**src/sv/assert_macros.svh**
```systemverilog
`ifndef ASSERT_MACROS_SVH
`define ASSERT_MACROS_SVH

// Same-cycle implication, checked on every rising edge outside of reset.
`define ASSERT_IMP(label, clk, rst_n, ante, cons, msg) \
	label: assert property (@(posedge clk) disable iff (!(rst_n)) (ante) |-> (cons)) \
		else $error(msg);

// Next-cycle implication, checked on every rising edge outside of reset.
`define ASSERT_NXT(label, clk, rst_n, ante, cons, msg) \
	label: assert property (@(posedge clk) disable iff (!(rst_n)) (ante) |=> (cons)) \
		else $error(msg);

`endif

```
**src/sv/pwd_pkg.sv**
```systemverilog
`timescale 1ns / 1ps

package pwd_pkg;

	// Parser phase of the front end.
	typedef enum logic [2:0] {
		PH_TAG,
		PH_VARINT,
		PH_FIXED,
		PH_LENGTH,
		PH_PAYLOAD,
		PH_STOP
	} pwd_phase_t;

	// Result kinds.
	localparam logic [1:0] KIND_SCALAR  = 2'd0;
	localparam logic [1:0] KIND_HEADER  = 2'd1;
	localparam logic [1:0] KIND_PAYLOAD = 2'd2;
	localparam logic [1:0] KIND_END     = 2'd3;

	// End status codes.
	localparam logic [2:0] ST_OK        = 3'd0;
	localparam logic [2:0] ST_BUDGET    = 3'd1;
	localparam logic [2:0] ST_BAD_TAG   = 3'd2;
	localparam logic [2:0] ST_BAD_WIRE  = 3'd3;
	localparam logic [2:0] ST_TRUNCATED = 3'd4;

	// Wire types.
	localparam logic [2:0] WIRE_VARINT  = 3'd0;
	localparam logic [2:0] WIRE_FIXED64 = 3'd1;
	localparam logic [2:0] WIRE_LEN     = 3'd2;
	localparam logic [2:0] WIRE_FIXED32 = 3'd5;

	// Master-side tdata layout, lowest bit first.
	localparam int OFS_FNUM   = 0;
	localparam int OFS_WIRE   = 31;
	localparam int OFS_VALUE  = 34;
	localparam int OFS_STATUS = 98;
	localparam int OFS_COUNT  = 101;
	localparam int TDATA_W    = 120;

	// One queue entry: an optional field result followed by an optional end result.
	typedef struct packed {
		logic        has_main;
		logic [1:0]  kind;
		logic [30:0] fnum;
		logic [2:0]  wtype;
		logic [63:0] value;
		logic        has_end;
		logic [2:0]  status;
		logic [15:0] count;
	} pwd_entry_t;

	// Queue status seen by both ends.
	typedef struct packed {
		logic full;
		logic empty;
	} pwd_qstat_t;

endpackage

```
**src/sv/protobuf_wire_field_decoder_top.sv**
```systemverilog
// Protocol Buffers wire field decoder.
// The slave stream carries one message byte per item: tdata is the byte and
// tlast marks the final byte of a message. The master stream carries results:
// tuser is the kind (scalar, length header, payload byte, end status), tlast
// is set on the last result that one input byte causes. The cfg_we/cfg_wdata
// port writes the per-message field budget; write it only while idle.
// The slave side takes one item per cycle while the result queue has room.
// The back end sends one result per cycle through its output register while
// the receiver takes them; a byte that both finishes a field and ends the
// message yields two results. A byte is decoded as it is accepted, and any
// entry it causes is written into the queue; the back end then loads that
// entry into its output register, which shows its first result on the master
// side. When the receiver stalls the queue fills and tready falls, and no
// result is lost or reordered. Reset empties the queue and the output
// register, returns the parser to the start of a message and sets the field
// budget to its maximum.
`timescale 1ns / 1ps
`include "assert_macros.svh"

module protobuf_wire_field_decoder_top import pwd_pkg::*; #(
	parameter int FIELD_COUNT_BITS = 16,
	parameter int QUEUE_DEPTH      = 4
) (
	input  logic               clk,
	input  logic               arst_n,
	input  logic               s_tvalid,
	output logic               s_tready,
	input  logic [7:0]         s_tdata,   // data_byte
	input  logic               s_tlast,   // end_of_message
	input  logic               cfg_we,
	input  logic [15:0]        cfg_wdata, // max_fields
	output logic               m_tvalid,
	input  logic               m_tready,
	// field_number[30:0], wire_type[33:31], value[97:34], status[100:98],
	// field_count[116:101], zero fill[119:117]
	output logic [TDATA_W-1:0] m_tdata,
	output logic [1:0]         m_tuser,   // kind
	output logic               m_tlast    // run_end
);

	pwd_entry_t push_entry;
	pwd_entry_t head;
	pwd_qstat_t qstat;
	logic       push;
	logic       pop;

	// Front end: decodes each accepted byte and pushes the results it causes.
	pwd_front #(
		.FIELD_COUNT_BITS(FIELD_COUNT_BITS)
	) u_front (
		.clk       (clk),
		.arst_n    (arst_n),
		.s_tvalid  (s_tvalid),
		.s_tready  (s_tready),
		.s_tdata   (s_tdata),
		.s_tlast   (s_tlast),
		.cfg_we    (cfg_we),
		.cfg_wdata (cfg_wdata),
		.qstat     (qstat),
		.push      (push),
		.push_entry(push_entry)
	);

	// Short queue that lets the decoder run ahead of a stalled receiver.
	pwd_queue #(
		.DEPTH(QUEUE_DEPTH)
	) u_queue (
		.clk       (clk),
		.arst_n    (arst_n),
		.push      (push),
		.push_entry(push_entry),
		.pop       (pop),
		.head      (head),
		.qstat     (qstat)
	);

	// Back end: splits each entry into one or two results on the master side.
	pwd_back u_back (
		.clk     (clk),
		.arst_n  (arst_n),
		.head    (head),
		.qstat   (qstat),
		.pop     (pop),
		.m_tvalid(m_tvalid),
		.m_tready(m_tready),
		.m_tdata (m_tdata),
		.m_tuser (m_tuser),
		.m_tlast (m_tlast)
	);

	// An end result always closes the results of its byte.
	`ASSERT_IMP(a_end_is_last, clk, arst_n, m_tvalid && m_tuser == KIND_END, m_tlast, "end result without tlast")

	// Only end results carry a nonzero status.
	`ASSERT_IMP(a_field_status_ok, clk, arst_n, m_tvalid && m_tuser != KIND_END, m_tdata[OFS_STATUS +: 3] == ST_OK, "field result with nonzero status")

	// The last byte of a message always leaves an entry in the queue.
	`ASSERT_NXT(a_eom_queued, clk, arst_n, s_tvalid && s_tready && s_tlast, !qstat.empty, "end of message not queued")

endmodule

```
**src/sv/pwd_front.sv**
```systemverilog
`timescale 1ns / 1ps

module pwd_front import pwd_pkg::*; #(
	parameter int FIELD_COUNT_BITS = 16
) (
	input  logic        clk,
	input  logic        arst_n,
	input  logic        s_tvalid,
	output logic        s_tready,
	input  logic [7:0]  s_tdata,
	input  logic        s_tlast,
	input  logic        cfg_we,
	input  logic [15:0] cfg_wdata,
	input  pwd_qstat_t  qstat,
	output logic        push,
	output pwd_entry_t  push_entry
);

	localparam int CW = (FIELD_COUNT_BITS > 16) ? FIELD_COUNT_BITS : 16;

	pwd_phase_t                  phase_q, phase_n;
	logic [63:0]                 acc_q, acc_n;
	logic [3:0]                  idx_q, idx_n;
	logic [30:0]                 field_q, field_n;
	logic [2:0]                  wire_q, wire_n;
	logic [31:0]                 rem_q, rem_n;
	logic [FIELD_COUNT_BITS-1:0] seen_q, seen_n;
	logic [2:0]                  stop_q, stop_n;
	logic [15:0]                 max_fields_q;

	logic        accept;
	logic [63:0] acc_v, acc_f;
	logic [6:0]  shamt;
	logic        vdone, vover;
	logic [3:0]  idx_inc;
	logic [31:0] rem_dec;
	logic        do_count, do_fail;
	logic [2:0]  fail_code;
	logic [CW-1:0] seen_ext, max_ext, seen_out;
	pwd_entry_t  e;

	assign s_tready = !qstat.full;
	assign accept   = s_tvalid && s_tready;

	always_comb begin
		shamt    = 7'(idx_q) * 7'd7;
		acc_v    = acc_q | (64'(s_tdata[6:0]) << shamt);
		acc_f    = acc_q | (64'(s_tdata) << {idx_q[2:0], 3'b000});
		vdone    = !s_tdata[7];
		vover    = s_tdata[7] && (idx_q >= 4'd9);
		idx_inc  = idx_q + 4'd1;
		rem_dec  = (rem_q != 32'd0) ? rem_q - 32'd1 : rem_q;
		seen_ext = CW'(seen_q);
		max_ext  = CW'(max_fields_q);

		phase_n   = phase_q;
		acc_n     = acc_q;
		idx_n     = idx_q;
		field_n   = field_q;
		wire_n    = wire_q;
		rem_n     = rem_q;
		stop_n    = stop_q;
		do_count  = 1'b0;
		do_fail   = 1'b0;
		fail_code = ST_OK;

		e          = '0;
		e.kind     = KIND_SCALAR;
		e.fnum     = field_q;
		e.wtype    = wire_q;
		e.value    = acc_v;
		e.status   = ST_OK;

		unique case (phase_q)
			PH_TAG: begin
				if (idx_q == 4'd0 && seen_ext >= max_ext) begin
					do_fail   = 1'b1;
					fail_code = ST_BUDGET;
				end else if (vover) begin
					do_fail   = 1'b1;
					fail_code = ST_BAD_TAG;
				end else if (vdone) begin
					acc_n = '0;
					idx_n = '0;
					if (acc_v[63:3] == '0 || acc_v[63:34] != '0) begin
						do_fail   = 1'b1;
						fail_code = ST_BAD_TAG;
					end else begin
						field_n = acc_v[33:3];
						wire_n  = acc_v[2:0];
						unique case (acc_v[2:0])
							WIRE_VARINT:  phase_n = PH_VARINT;
							WIRE_FIXED64: begin
								phase_n = PH_FIXED;
								rem_n   = 32'd8;
							end
							WIRE_FIXED32: begin
								phase_n = PH_FIXED;
								rem_n   = 32'd4;
							end
							WIRE_LEN:     phase_n = PH_LENGTH;
							default: begin
								do_fail   = 1'b1;
								fail_code = ST_BAD_WIRE;
							end
						endcase
					end
				end else begin
					acc_n = acc_v;
					idx_n = idx_inc;
				end
			end
			PH_VARINT: begin
				if (vover) begin
					do_fail   = 1'b1;
					fail_code = ST_BAD_TAG;
				end else if (vdone) begin
					do_count   = 1'b1;
					e.has_main = 1'b1;
					acc_n      = '0;
					idx_n      = '0;
					phase_n    = PH_TAG;
				end else begin
					acc_n = acc_v;
					idx_n = idx_inc;
				end
			end
			PH_LENGTH: begin
				if (vover) begin
					do_fail   = 1'b1;
					fail_code = ST_BAD_TAG;
				end else if (vdone) begin
					acc_n = '0;
					idx_n = '0;
					if (acc_v[63:32] != '0) begin
						do_fail   = 1'b1;
						fail_code = ST_BAD_TAG;
					end else begin
						// A zero-length field is complete at its header.
						if (acc_v == '0) begin
							do_count = 1'b1;
							phase_n  = PH_TAG;
						end else begin
							rem_n   = acc_v[31:0];
							phase_n = PH_PAYLOAD;
						end
						e.has_main = 1'b1;
						e.kind     = KIND_HEADER;
					end
				end else begin
					acc_n = acc_v;
					idx_n = idx_inc;
				end
			end
			PH_PAYLOAD: begin
				rem_n = rem_dec;
				if (rem_dec == 32'd0) begin
					do_count = 1'b1;
					phase_n  = PH_TAG;
				end
				e.has_main = 1'b1;
				e.kind     = KIND_PAYLOAD;
				e.value    = 64'(s_tdata);
			end
			PH_FIXED: begin
				acc_n = acc_f;
				idx_n = idx_inc;
				if (32'(idx_inc) >= rem_q) begin
					do_count   = 1'b1;
					e.has_main = 1'b1;
					e.value    = acc_f;
					acc_n      = '0;
					idx_n      = '0;
					rem_n      = '0;
					phase_n    = PH_TAG;
				end
			end
			PH_STOP: begin
			end
			default: begin
			end
		endcase

		if (do_fail) begin
			stop_n  = fail_code;
			phase_n = PH_STOP;
			acc_n   = '0;
			idx_n   = '0;
		end

		// The counter sticks at its maximum.
		if (do_count && seen_q != '1) begin
			seen_n = seen_q + 1'b1;
		end else begin
			seen_n = seen_q;
		end

		seen_out = CW'(seen_n);
		e.count  = seen_out[15:0];

		if (s_tlast) begin
			e.has_end = 1'b1;
			if (phase_n == PH_STOP) begin
				e.status = stop_n;
			end else if (phase_n != PH_TAG || idx_n != 4'd0) begin
				e.status = ST_TRUNCATED;
			end else begin
				e.status = ST_OK;
			end
			phase_n = PH_TAG;
			acc_n   = '0;
			idx_n   = '0;
			field_n = '0;
			wire_n  = '0;
			rem_n   = '0;
			seen_n  = '0;
			stop_n  = ST_OK;
		end
	end

	assign push       = accept && (e.has_main || e.has_end);
	assign push_entry = e;

	always_ff @(posedge clk or negedge arst_n) begin
		if (!arst_n) begin
			phase_q <= PH_TAG;
			acc_q   <= '0;
			idx_q   <= '0;
			field_q <= '0;
			wire_q  <= '0;
			rem_q   <= '0;
			seen_q  <= '0;
			stop_q  <= ST_OK;
		end else if (accept) begin
			phase_q <= phase_n;
			acc_q   <= acc_n;
			idx_q   <= idx_n;
			field_q <= field_n;
			wire_q  <= wire_n;
			rem_q   <= rem_n;
			seen_q  <= seen_n;
			stop_q  <= stop_n;
		end
	end

	always_ff @(posedge clk or negedge arst_n) begin
		if (!arst_n) begin
			max_fields_q <= 16'hFFFF;
		end else if (cfg_we) begin
			max_fields_q <= cfg_wdata;
		end
	end

endmodule

```
**src/sv/pwd_queue.sv**
```systemverilog
`timescale 1ns / 1ps

module pwd_queue import pwd_pkg::*; #(
	parameter int DEPTH = 4
) (
	input  logic       clk,
	input  logic       arst_n,
	input  logic       push,
	input  pwd_entry_t push_entry,
	input  logic       pop,
	output pwd_entry_t head,
	output pwd_qstat_t qstat
);

	localparam int AW = (DEPTH > 1) ? $clog2(DEPTH) : 1;
	localparam int LW = $clog2(DEPTH + 1);

	pwd_entry_t      mem_q [DEPTH];
	logic [AW-1:0]   wr_ptr_q, rd_ptr_q;
	logic [LW-1:0]   level_q;
	logic            do_push, do_pop;

	assign qstat.full  = (level_q == LW'(DEPTH));
	assign qstat.empty = (level_q == '0);
	assign do_push     = push && !qstat.full;
	assign do_pop      = pop && !qstat.empty;
	assign head        = mem_q[rd_ptr_q];

	always_ff @(posedge clk) begin
		if (do_push) begin
			mem_q[wr_ptr_q] <= push_entry;
		end
	end

	always_ff @(posedge clk or negedge arst_n) begin
		if (!arst_n) begin
			wr_ptr_q <= '0;
			rd_ptr_q <= '0;
			level_q  <= '0;
		end else begin
			if (do_push) begin
				wr_ptr_q <= (wr_ptr_q == AW'(DEPTH - 1)) ? '0 : wr_ptr_q + 1'b1;
			end
			if (do_pop) begin
				rd_ptr_q <= (rd_ptr_q == AW'(DEPTH - 1)) ? '0 : rd_ptr_q + 1'b1;
			end
			if (do_push && !do_pop) begin
				level_q <= level_q + 1'b1;
			end else if (do_pop && !do_push) begin
				level_q <= level_q - 1'b1;
			end
		end
	end

endmodule

```
**src/sv/pwd_back.sv**
```systemverilog
`timescale 1ns / 1ps

module pwd_back import pwd_pkg::*; (
	input  logic               clk,
	input  logic               arst_n,
	input  pwd_entry_t         head,
	input  pwd_qstat_t         qstat,
	output logic               pop,
	output logic               m_tvalid,
	input  logic               m_tready,
	output logic [TDATA_W-1:0] m_tdata,
	output logic [1:0]         m_tuser,
	output logic               m_tlast
);

	logic        valid_q;
	logic        half_q;
	logic [1:0]  kind_q;
	logic [30:0] fnum_q;
	logic [2:0]  wtype_q;
	logic [63:0] value_q;
	logic [2:0]  status_q;
	logic [15:0] count_q;
	logic        last_q;

	logic load;
	logic send_main;

	// half_q marks an entry whose field result is out and whose end result is still due.
	always_comb begin
		load      = !qstat.empty && (!valid_q || m_tready);
		send_main = head.has_main && !half_q;
		pop       = load && (!send_main || !head.has_end);
	end

	always_ff @(posedge clk or negedge arst_n) begin
		if (!arst_n) begin
			valid_q <= 1'b0;
			half_q  <= 1'b0;
		end else if (load) begin
			valid_q <= 1'b1;
			half_q  <= send_main && head.has_end;
		end else if (m_tready) begin
			valid_q <= 1'b0;
		end
	end

	always_ff @(posedge clk) begin
		if (load) begin
			count_q <= head.count;
			if (send_main) begin
				kind_q   <= head.kind;
				fnum_q   <= head.fnum;
				wtype_q  <= head.wtype;
				value_q  <= head.value;
				status_q <= ST_OK;
				last_q   <= !head.has_end;
			end else begin
				kind_q   <= KIND_END;
				fnum_q   <= '0;
				wtype_q  <= '0;
				value_q  <= '0;
				status_q <= head.status;
				last_q   <= 1'b1;
			end
		end
	end

	assign m_tvalid = valid_q;
	assign m_tuser  = kind_q;
	assign m_tlast  = last_q;
	assign m_tdata  = {3'b000, count_q, status_q, value_q, wtype_q, fnum_q};

endmodule
```
**config.mk**
```make
export PLATFORM = sky130hd
export DESIGN_NAME = protobuf_wire_field_decoder_top
export DESIGN_NICKNAME = d
export VERILOG_FILES = /design/src/sv/pwd_pkg.sv /design/src/sv/protobuf_wire_field_decoder_top.sv /design/src/sv/pwd_front.sv /design/src/sv/pwd_queue.sv /design/src/sv/pwd_back.sv
export VERILOG_INCLUDE_DIRS = /design/src /design/src/sv
export SDC_FILE = /design/constraint.sdc
export NUM_CORES = 1
export LEC_CHECK = 0
export BUFFER_PORTS_ARGS = -buffer_cell sky130_fd_sc_hd__buf_2
export CAP_MARGIN = 20
export CORE_UTILIZATION = 27
export DETAILED_ROUTE_END_ITERATION = 7
export GPL_ROUTABILITY_DRIVEN = 0
export HOLD_SLACK_MARGIN = 0.1
export SETUP_SLACK_MARGIN = 0.15
export SLEW_MARGIN = 20
export SYNTH_ARGS = -nofsm -noshare
export SYNTH_HDL_FRONTEND = slang
export SYNTH_SLANG_ARGS = --single-unit
```
**constraint.sdc**
```tcl
create_clock -name clk -period 7.96 [get_ports clk]
set_input_delay 0.398 -clock clk [delete_from_list [all_inputs] [get_ports clk]]
set_output_delay 0.398 -clock clk [all_outputs]
set_load 0.01 [all_outputs]
```
==> summary.txt <==
Worst setup path
  • CP arrival: 6.16 ns
  • Slowest CP cell: and2_4
  • Peak fanout along the critical path: 69
  • Crit-path cells: and2_1, nand2_1, xnor2_1, ha_1, o211ai_1, nor4b_2, nand2_1, buf_4, nand2_1, o21bai_1, o21a_1, and2_4, buf_12
  • Crit path launch type: flip-flop
  • CP required: 8.27 ns
  • Setup CP Type: flip-flop to flip-flop
  • Crit. End Element: flip-flop
  • Cell mode on critical path: nand2_1
  • Worst stage delay on the critical path: 0.76 ns

Global route
  • Pin count of the biggest net entering global routing: 122
  • First-pass GRT wire length: 139000 um
  • Vias in the first global route: 21400
  • GRT Resource Usage Total: 0.139
  • Grt ovf: 0
  • Initial antenna violation count: 4

Timing
  • Final Setup Violations: 0
  • Setup TNS: 0 ns
  • Worst Clk Skew: 0.0585 ns
  • Worst setup margin: 2.11 ns
  • Slew headroom: 0.188
  • Achievable frequency: 171 MHz
  • RSZ-0062 raised after global routing: false
  • Tcrit/Tclk final: 0.735
  • Slew @ Worst Pin: 1.21 ns
  • Slew Viols, Final: 0
  • Min Tclk post-route: 5.85 ns
  • Endpoints failing hold: 0

Clock tree
  • Num CTS Buffers: 84
  • Later-pin clock latency in the skew report: 0.68 ns
  • Setup Fix Bufs, Post-CTS: 0
  • Clk buf depth: 3
  • Root Buffer: clkbuf_16
  • Worst-path clk slew: 0.06 ns
  • CTS tree: yes
  • Post-CTS resize count: 0
  • CTS sink cnt: 785
  • Cts hold-fix bufs: 18
  • H-tree depth: 3

Power
  • Flop pwr share: 0.413
  • Pwr Density: 371 nW/um^2
  • Sw Pwr: 5.16 mW
  • Clock power frac: 0.267
  • Sw Share: 0.348
  • Max VDD drop: 0.000200 V
  • Internal Power: 9.68 mW
  • Logic gate share of total power: 0.319
  • Leakage power: 14.5 nW
  • Power Total: 14.8 mW

Yosys
  • Synthesis warning total: 0
  • Post-synthesis instance total: 2383
  • Xor and xnor area share after synthesis: 0.00711
  • Post-synth EDFFs: 604
  • Register area share after synthesis: 0.657
  • Post-synthesis mux area share: 0.0815
  • Synth Area in Simple Gates: 0.0954
  • Post-synth ARST share: 0.231
  • Adder-Cell Fraction of Synth Area: 0.0122
  • Synth Flop Type: edfxtp_1
  • Flops & latches, synth: 785
  • Library cells used by synthesis: 92
  • Post-synth top area cell: edfxtp_1
  • Mean Syn Cell Area: 14.5 um^2
  • Largest family of logic cells by synthesized area: compound AO/OA/AOI/OAI gates
  • Synthesized area: 34500 um^2
  • Post-synth top area share: 0.526
  • Area contributors post-synth: edfxtp_1 53%, dfrtp_1 12%, mux4_2 7.9%, a22o_1 2.1%, and3_1 2.1%
  • Compound-Gate Fraction of Synth Area: 0.117

Routing
  • Drt initial violations: 2085
  • Post-Route WL: 91800 um
  • DRT Pass-1 Iters: 5
  • DR vias: 21800
  • DRC viols: 0
  • DR WL/cell: 21.7 um
  • Final ANT Viol Nets: 0
  • Via-to-Cell Ratio: 5.15

Floorplanning
  • Die span in y: 359 um
  • Die footprint: 129000 um^2
  • IO Pins: 155
  • Die Width: 359 um
  • # rows: 130
  • CORE AREA: 126000 um^2
  • Initial Utilization: 0.273

Final layout
  • Final Util: 0.317
  • Area growth, synth to finish: 16.0%
  • Layout cell share with drive strength beyond 1: 0.204
  • Nets: 2569
  • N_diodes: 0

Placed design
  • Post-DP HPWL: 58300 um
  • Worst slack, placed: 2.19 ns
  • IO Port Bufs: 151

Worst hold path
  • Worst hold path type: primary input to flip-flop

Job
  • Max-Cap Viols: 0

Status
  • Status: finished, final reports clean
cell usage after synthesis (all sizes together), types with 8 or more instances:
library cell,instances
edfxtp,604
dfrtp,165
clkbuf,139
nand2,127
mux4,121
a21oi,115
and3,115
o21ai,108
a22o,84
nor2,72
o22ai,69
or3,57
buf,54
a31oi,49
nor3,46
inv,42
o31ai,40
ha,32
nand3,30
nor4,25
nand4,23
a221o,22
and2,20
xnor2,20
dfstp,16
o211ai,10
or2,10
nor2b,8
or4,8
xor2,8
sequential cells by signal, summed over array words and instances, names as in the netlist, 4 cells and up:
signal / flops
u_front.max_ext: 16
u_front.idx_q: 4
u_front.field_q: 31
u_back.fnum_q: 31
u_queue.mem_q: 484
u_back.value_q: 64
u_front.rem_q: 32
u_front.acc_q: 64
u_front.seen_ext: 16
u_back.count_q: 16
layer usage:
layer | GRT usage | wire [um]
met3 | 0.0248 | 5900
met5 | 0 | 20
met2 | 0.224 | 44200
met1 | 0.189 | 39200
met4 | 0.0432 | 2440
through the flow:
step | hold slack, ns | cell area [um^2] | cells
floorplan | 0.102 | 34500 | 2385
global placement | 0.443 | 37000 | 4052
detailed placement | 0.453 | 37000 | 4052
CTS | 0.138 | 40000 | 4228
global route | 0.207 | 40000 | 4228
finish | 0.186 | 40000 | 4228
power by group through the flow:
stage / logic (mW) / clock network [mW] / registers, mW
2_1_floorplan: 3.12 / 0 / 6.16
3_3_place_gp: 4.77 / 0 / 6.22
5_1_grt: 5.14 / 4.22 / 6.24
6_report: 4.74 / 3.96 / 6.13
3_5_place_dp: 4.81 / 0 / 6.24
4_1_cts: 4.83 / 4.06 / 6.17
cell families (layout without fill, tap and decap cells):
kind of cell	Yosys count	count (layout)
AOI/OAI and AO/OA	590	590
xor gates and xnor gates	28	28
adders and majority gates	33	33
buffers and inverters	237	430
DFF	785	785
muxes	129	129
other	1	3
and+or+nand+nor	580	580
path summary, 6_finish.rpt:
| path | start | end | slack [ns] | cells past startpoint |
|---|---|---|---|---|
| worst max-delay path | u_front.idx_q[0] | u_queue.mem_q[0][77] | 2.11 | 13 |
| worst min-delay path | cfg_we | u_front.max_ext[7] | 0.19 | 3 |
| worst max register to register | u_front.idx_q[0] | u_queue.mem_q[0][77] | 2.11 | 13 |
| worst min register to register | u_front.field_q[13] | u_queue.mem_q[2][100] | 0.49 | 0 |
| max in group asynchronous | arst_n | u_front.acc_q[57] | 6.29 | 3 |
| min in group asynchronous | arst_n | u_back.m_tvalid | 0.31 | 2 |
placed cells by master (no fill, tap or decap), types with 7 or more instances in the layout:
cell	synthesis	final
xor2_1	8	8
clkinv_2	0	11
mux4_2	121	121
a21oi_1	114	113
or2_2	7	7
clkbuf_1	139	27
nand3_1	30	30
a221o_1	22	22
bufinv_16	0	7
nor4_1	13	13
edfxtp_1	604	604
buf_2	20	150
a22o_1	84	84
or3_1	57	57
nor4_2	7	7
nor3_1	44	43
a32o_1	7	7
and3_1	115	115
nor2_1	70	70
clkinv_1	2	10
dlygate4sd3_1	0	18
xnor2_1	20	20
o31ai_1	40	40
nor2b_1	8	8
dfrtp_1	165	163
clkbuf_16	0	84
inv_1	42	41
dfstp_2	16	16
nand2_1	127	126
buf_4	7	55
a31oi_1	49	49
and2_1	19	15
o22ai_1	69	69
o211ai_1	10	10
o21ai_0	103	102
nand4_1	22	22
ha_1	32	32
area by class of cell:
class / instances / area [um^2]
fill: 12400 / 86200
sequential: 785 / 22700
multi-input combinational: 1363 / 10900
clock buffer: 116 / 2270
tap: 1650 / 2060
timing repair buffer: 228 / 1440
clock inverter: 42 / 546
inverter: 44 / 165
critical path, delay by kind of cell, from the launching register on:
| family | cells | cell delay, ns |
|---|---|---|
| AOI/OAI and AO/OA | 3 | 0.80 |
| xor gates and xnor gates | 1 | 0.22 |
| DFF | 1 | 0.74 |
| adders and majority gates | 1 | 0.33 |
| buffers and inverters | 2 | 0.77 |
| and+or+nand+nor | 6 | 2.56 |
Note: power is estimated with default switching activity, not from simulation.
